$ cat src/ssq_pkg.sv
// Shared types and constants for the subset-sum query block.
// No dependencies; every other file in src/ except ssq_ram imports this package.
package ssq_pkg;

  // Limits of the loaded set
  localparam int MAX_ITEMS = 32;
  localparam int MAX_VALUE = 2047;
  localparam int MAX_SUM   = 65535;

  // Field widths
  localparam int REQ_W   = 2;
  localparam int VALUE_W = 16;
  localparam int STAT_W  = 2;
  localparam int CNT_W   = 6;

  // Reachable-sum bitmap: 65536 bits kept as 1024 words of 64
  localparam int WORD_W  = 64;
  localparam int BIT_W   = $clog2(WORD_W);
  localparam int WORDS   = 1024;
  localparam int WADDR_W = $clog2(WORDS);

  typedef enum logic [REQ_W-1:0] {
    REQ_ADD   = 2'd0,
    REQ_QUERY = 2'd1,
    REQ_CLEAR = 2'd2,
    REQ_NONE  = 2'd3
  } req_e;

  typedef enum logic [STAT_W-1:0] {
    ST_OK    = 2'd0,
    ST_FULL  = 2'd1,
    ST_RANGE = 2'd2
  } status_e;

  // What an accepted beat turns into
  typedef enum logic [1:0] {
    K_DONE  = 2'd0,
    K_ADD   = 2'd1,
    K_QUERY = 2'd2,
    K_CLEAR = 2'd3
  } kind_e;

  typedef enum logic [2:0] {
    S_INIT      = 3'd0,
    S_IDLE      = 3'd1,
    S_ADD_PRIME = 3'd2,
    S_ADD_RUN   = 3'd3,
    S_ADD_DRAIN = 3'd4,
    S_Q_READ    = 3'd5,
    S_Q_WAIT    = 3'd6,
    S_FINISH    = 3'd7
  } state_e;

  typedef struct packed {
    logic [REQ_W-1:0]   req_type;
    logic [VALUE_W-1:0] value;
  } in_beat_t;

  typedef struct packed {
    logic              found;
    logic [STAT_W-1:0] status;
  } out_beat_t;

  // Controller -> datapath
  typedef struct packed {
    logic latch;
    logic add_prime;
    logic add_step;
    logic clr_step;
    logic q_read;
    logic q_capture;
    logic load_result;
  } ctrl_cmd_t;

  // Datapath -> controller
  typedef struct packed {
    kind_e in_kind;
    logic  last_add;
    logic  last_clr;
    logic  slot_free;
  } dp_stat_t;

endpackage

$ cat src/ssq_ctrl.sv
// Controller FSM: sequences the bitmap clear, add sweep and query read.
// Depends on ssq_pkg.
module ssq_ctrl (
  input  logic               clk,
  input  logic               rst,
  input  logic               in_valid,
  output logic               in_ready,
  input  ssq_pkg::dp_stat_t  stat,
  output ssq_pkg::ctrl_cmd_t cmd
);
  import ssq_pkg::*;

  state_e state;
  state_e state_next;

  // set while the sweep was started by a clear beat rather than by reset
  logic clr_item;

  always_ff @(posedge clk) begin
    if (rst) begin
      state <= S_INIT;
    end else begin
      state <= state_next;
    end
  end

  always_comb begin
    state_next = state;
    cmd        = '0;
    in_ready   = 1'b0;
    case (state)
      S_INIT: begin
        cmd.clr_step = 1'b1;
        if (stat.last_clr) begin
          state_next = S_IDLE;
        end
      end
      S_IDLE: begin
        in_ready = 1'b1;
        if (in_valid) begin
          cmd.latch = 1'b1;
          case (stat.in_kind)
            K_ADD:   state_next = S_ADD_PRIME;
            K_QUERY: state_next = S_Q_READ;
            K_CLEAR: state_next = S_INIT;
            default: state_next = S_FINISH;
          endcase
        end
      end
      S_ADD_PRIME: begin
        cmd.add_prime = 1'b1;
        state_next    = S_ADD_RUN;
      end
      S_ADD_RUN: begin
        cmd.add_step = 1'b1;
        if (stat.last_add) begin
          state_next = S_ADD_DRAIN;
        end
      end
      S_ADD_DRAIN: begin
        state_next = S_FINISH;
      end
      S_Q_READ: begin
        cmd.q_read = 1'b1;
        state_next = S_Q_WAIT;
      end
      S_Q_WAIT: begin
        cmd.q_capture = 1'b1;
        state_next    = S_FINISH;
      end
      S_FINISH: begin
        if (stat.slot_free) begin
          cmd.load_result = 1'b1;
          state_next      = S_IDLE;
        end
      end
      default: begin
        state_next = S_IDLE;
      end
    endcase
    // a clear beat reuses the reset sweep but still owes a result
    if (state == S_INIT && stat.last_clr && clr_item) begin
      state_next = S_FINISH;
    end
  end

  always_ff @(posedge clk) begin
    if (rst) begin
      clr_item <= 1'b0;
    end else if (cmd.latch) begin
      clr_item <= (stat.in_kind == K_CLEAR);
    end else if (state == S_INIT && stat.last_clr) begin
      clr_item <= 1'b0;
    end
  end

endmodule

$ cat config.mk
export PLATFORM = sky130hd
export DESIGN_NAME = ssq_ctrl
export DESIGN_NICKNAME = d
export VERILOG_FILES = /design/src/ssq_pkg.sv /design/src/ssq_ctrl.sv
export SDC_FILE = /design/constraint.sdc
export NUM_CORES = 1
export LEC_CHECK = 0
export ABC_AREA = 1
export BUFFER_PORTS_ARGS = -buffer_cell sky130_fd_sc_hd__buf_4
export CORE_AREA = 2 2 39 41
export DETAILED_ROUTE_END_ITERATION = 7
export DIE_AREA = 0 0 41 43
export SLEW_MARGIN = 15
export SYNTH_ARGS = -nofsm -noshare
export SYNTH_HDL_FRONTEND = slang
export SYNTH_SLANG_ARGS = --single-unit
$ cat constraint.sdc
create_clock -name clk -period 2.6 [get_ports clk]
set_clock_uncertainty 0.05 [all_clocks]
set_input_delay 0.13 -clock clk [delete_from_list [all_inputs] [get_ports clk]]
set_output_delay 0.13 -clock clk [all_outputs]
set_load 0.05 [all_outputs]
; ---- Yosys cells after proc, flatten, opt, wreduce, memory -nomap -nowiden
; Cells that the tools add are included.
[word_totals]
reg_bits = 4
output_inout_bits = 8
inputBits = 8
word_cells = 41
[op_classes]
reduce_logical = 6
mux = 19
n_eq_ne = 14
[ops]
columns = op, count
row1 = $pmux 3 s7, 1
row2 = $mux 3, 5
row3 = $eq 3x3->1 const B, 4
row4 = $mux 1, 12
row5 = $ne 3x3->1 const B, 3
row6 = $pmux 3 s3, 1
row7 = $eq 3x2->1 const B, 2
row8 = $eq 2x2->1 const B, 2
row9 = $reduce_and 4->1, 1
row10 = $eq 3x1->1 const B, 1
row11 = $logic_not 3->1, 1
row12 = $ne 3x2->1 const B, 1
row13 = $eq 2x1->1 const B, 1
row14 = $logic_and 1x1->1, 2
row15 = $reduce_bool 2->1, 1
row16 = $reduce_or 2->1, 1

; ---- Logic depth before layout (Yosys ltp)
[depth]
depth_word = 5
depth_mapped = 9
ltp_nobuf = 9

; ---- Worst setup path after synthesis
; No wires, ideal clock.
[synth_path]
path_type = flip-flop to output port
start = reg state[2]
end = out cmd[1] in the netlist's numbering
t_arrival_ns = 1.660
n_path_buf = 0
path_slack_ns = 0.760
required_time_ns = 2.420
stages_incl_launch_ff = 3
path_cell_list = dfxtp_1 -> inv_1 -> nor3_1
[synth_rtl]
columns = element, line_no
row1 = start: declaration, ssq_ctrl.sv:13  ; state_e state;
row2 = start signal: assignment, ssq_ctrl.sv:23  ; state <= state_next;
row3 = end: declaration, ssq_ctrl.sv:9  ; output ssq_pkg::ctrl_cmd_t cmd

==> flow_summary.toml <==
[worst_setup_path]
crit_type = "flip-flop to output pin"
path_depth = 3
crit_slowest_cell = "dfxtp_1"
crit_path_end = "cmd[6]"
slowest_delay_ns = 0.52
reg2reg_from = "state[0]$_SDFFE_PP0P_"
cp.arrival_ns = 1.32
r2r_end = "state[1]$_SDFFE_PP0P_"
path_delay_family = "flip-flops"
path_max_fanout = 10
worstSetupEndpointType = "output pin"
worstPathCellList = "inv_2, nor3_2, buf_4"
r2r_cells = 7
critPathLaunch = "state[0]$_SDFFE_PP0P_"
required_ns = 2.42
rrSetupSlack_ns = 1.31
crit_path_start_kind = "flip-flop"
cp_num_buf_inv = 2

[synthesis]
ys_seq_area_share_pct = 22.3
yosysTopAreaCellShare_pct = 22.3
synthAdderAreaFrac_pct = 0
syn_inst = 59
syn_area_per_cell_um2 = 6.09
synth_top_family_by_area = "simple AND/OR/NAND/NOR gates"
synth_nets = 67
synth_xor_area_share_pct = 0
ys_seq_elements = 4
muxShareOfSynthArea_pct = 0
synth_compound_area_share_pct = 10.5
ys_types = 17
synthTopCellsByArea = "dfxtp_1 (22%), nand2_1 (13%), nand3_1 (9.8%)"
yosys.area_share.simple_pct = 51.6
yosys_warnings = 0
netlist_area_um2 = 359
synth_top_area_cell = "dfxtp_1"

[place]
dp_hpwl_um = 669
port_buffers = 15
gp_congestion = 0.720
dp.cells = 88
dp_slack_ns = 1.29

[routing]
wirelength_um = 836
routed-via-count = 405
drc = 0
vias_per_cell = 4.45
wl_per_cell_um = 9.19
drtIter0Drc = 4
first_pass_iters = 3
ant_nets = 0

[sta]
fin_crit_ns = 1.50
fin_crit_sh_pct = 57.8
hold_violations = 0
finalSetupTns_ns = 0
drv_slew = 0
setup_viol = 0
worstMarginPinSlew_ns = 0.349
whs_ns = 0.0287
rsz0062_at_grt = "no"
max_freq_ghz = 0.665
fin_ws_ns = 1.10
slew-limit-headroom_pct = 76.7

[layout]
diodes = 0
area_delta_synth_final_pct = 39.0
layout-drive-gt1-share_pct = 37.3
final_cells = 91
num-nets-final = 85
nFillCells = 158

[global_routing]
grt_pass1_vias = 332
grt_max_degree = 11
grt_pass1_wl_um = 1300
grt_usage_pct = 10.8
globalRoute.totalOverflow = 0
antenna_found_initial = 0

[floorplan]
dieArea_mm2 = 0.00176
core_area_mm2 = 0.00138
rows = 14
io_pins = 16
die_w_um = 41
initial_core_util_pct = 25.9
die_y_um = 43

[clock_network]
cts_tree = "built"
cts_resized = 0
clock_sinks = 4
cts_made_buffers = 3
clk_latency_ns = 0.24
cts-root-buf = "clkbuf_4"
clkSlewWorstSetupHoldPaths_ns = 0.04
cts.hold.buffers_added = 0
cts_htree_levels = 1
postCtsSetupRepairBufs = 0
cts_max_path_buffers = 2

[pwr]
switching_share_pct = 57.7
comb_power_share_pct = 66.5
seqPwrFrac_pct = 21.1
ir_worst_vdd_mv = 0.679
p_per_area_mw_per_mm2 = 1260
p_sw_w = 0.000364
power.leakage_nw = 0.261
cell_internal_pwr_w = 0.000267
clockPowerShare_pct = 12.3

[run_status]
status = "complete, no violations"

[min_path]
hp-start = "rst"
hp-class = "primary input to flip-flop"

[job]
maxCapViolCount = 0
[stage by stage]
step	instance area, um^2	utilization, %	power [W]
floorplan	359	-	0.000467
global placement	477	34.4	0.000555
detailed placement	477	34.4	0.000554
CTS	499	36.1	0.000639
global route	499	36.1	0.000678
finish	499	36.1	0.000630
[worst register-to-register path, delay by kind of cell (launching register included)]
kind | cells | cell delay (ns)
and+or+nand+nor | 7 | 0.63
DFF | 1 | 0.52
[cell families after synthesis]
| kind of cell | Yosys count |
|---|---|
| AOI/OAI and AO/OA | 6 |
| buffers and inverters | 13 |
| DFF | 4 |
| and+or+nand+nor | 36 |
[power by group through the flow]
stage                     sequential, W  combinational [W]  clock (W)
final                          0.000133           0.000419  0.0000778
after global routing           0.000138           0.000453  0.0000870
after CTS                      0.000134           0.000423  0.0000826
after detailed placement       0.000134           0.000419          0
after global placement         0.000134           0.000421          0
after floorplan               0.0000969           0.000370          0
[routing by layer]
metal | part of all wire [%] | GRT usage (%) | wire length (um) | vias to the layer above
met2 | 47 | 16.9 | 391 | 13
met3 | 6.3 | 4.71 | 53 | 0
li1 | - | - | - | 218
met4 | 0 | 4.00 | 0 | 0
met5 | 0 | 0 | 0 | -
met1 | 47 | 12.5 | 391 | 174
[flip-flops by register name, summed over array words and instances, names as in the netlist]
signal    count
clr_item      1
state         3
[Yosys cell counts]
master / n
a21oi_1: 3
a21oi_2: 2
buf_4: 2
dfxtp_1: 4
inv_1: 9
inv_2: 2
nand2_1: 12
nand2_2: 2
nand3_1: 7
nand3b_1: 1
nand4_1: 2
nor2_1: 5
nor2_2: 1
nor2_4: 2
nor3_1: 3
nor3_2: 1
o21ai_0: 1
[how the worst min path moves through the flow]
| stage | cells after the start | endpoint | slack [ns] |
|---|---|---|---|
| 2_1_floorplan | 1 | state[0]$_SDFFE_PP0P_ | 0.14 |
| 3_3_place_gp | 2 | state[0]$_SDFFE_PP0P_ | 0.27 |
| 3_5_place_dp | 2 | state[0]$_SDFFE_PP0P_ | 0.26 |
| 4_1_cts | 2 | state[0]$_SDFFE_PP0P_ | 0.02 |
| 5_1_grt | 2 | state[0]$_SDFFE_PP0P_ | 0.02 |
| 6_report | 2 | state[0]$_SDFFE_PP0P_ | 0.03 |
[area by class of cell]
cell class	instances	area [um^2]	share of cell area (%)
clock buffers	3	22.5	4.51
inverters	11	41.3	8.27
multi-input cells	42	223	44.6
flip-flops and latches	4	80.1	16.0
well taps	16	20.0	4.01
repair buffers	15	113	22.6
[cells in the final DEF (no fill, tap or decap), drive strengths merged]
cell	n
nor2	8
nand3	7
nor3	4
nand4	2
buf	15
a21oi	5
nand3b	1
inv	11
nand2	14
clkbuf	3
o21ai	1
dfxtp	4
(Power assumes the default switching activity.)
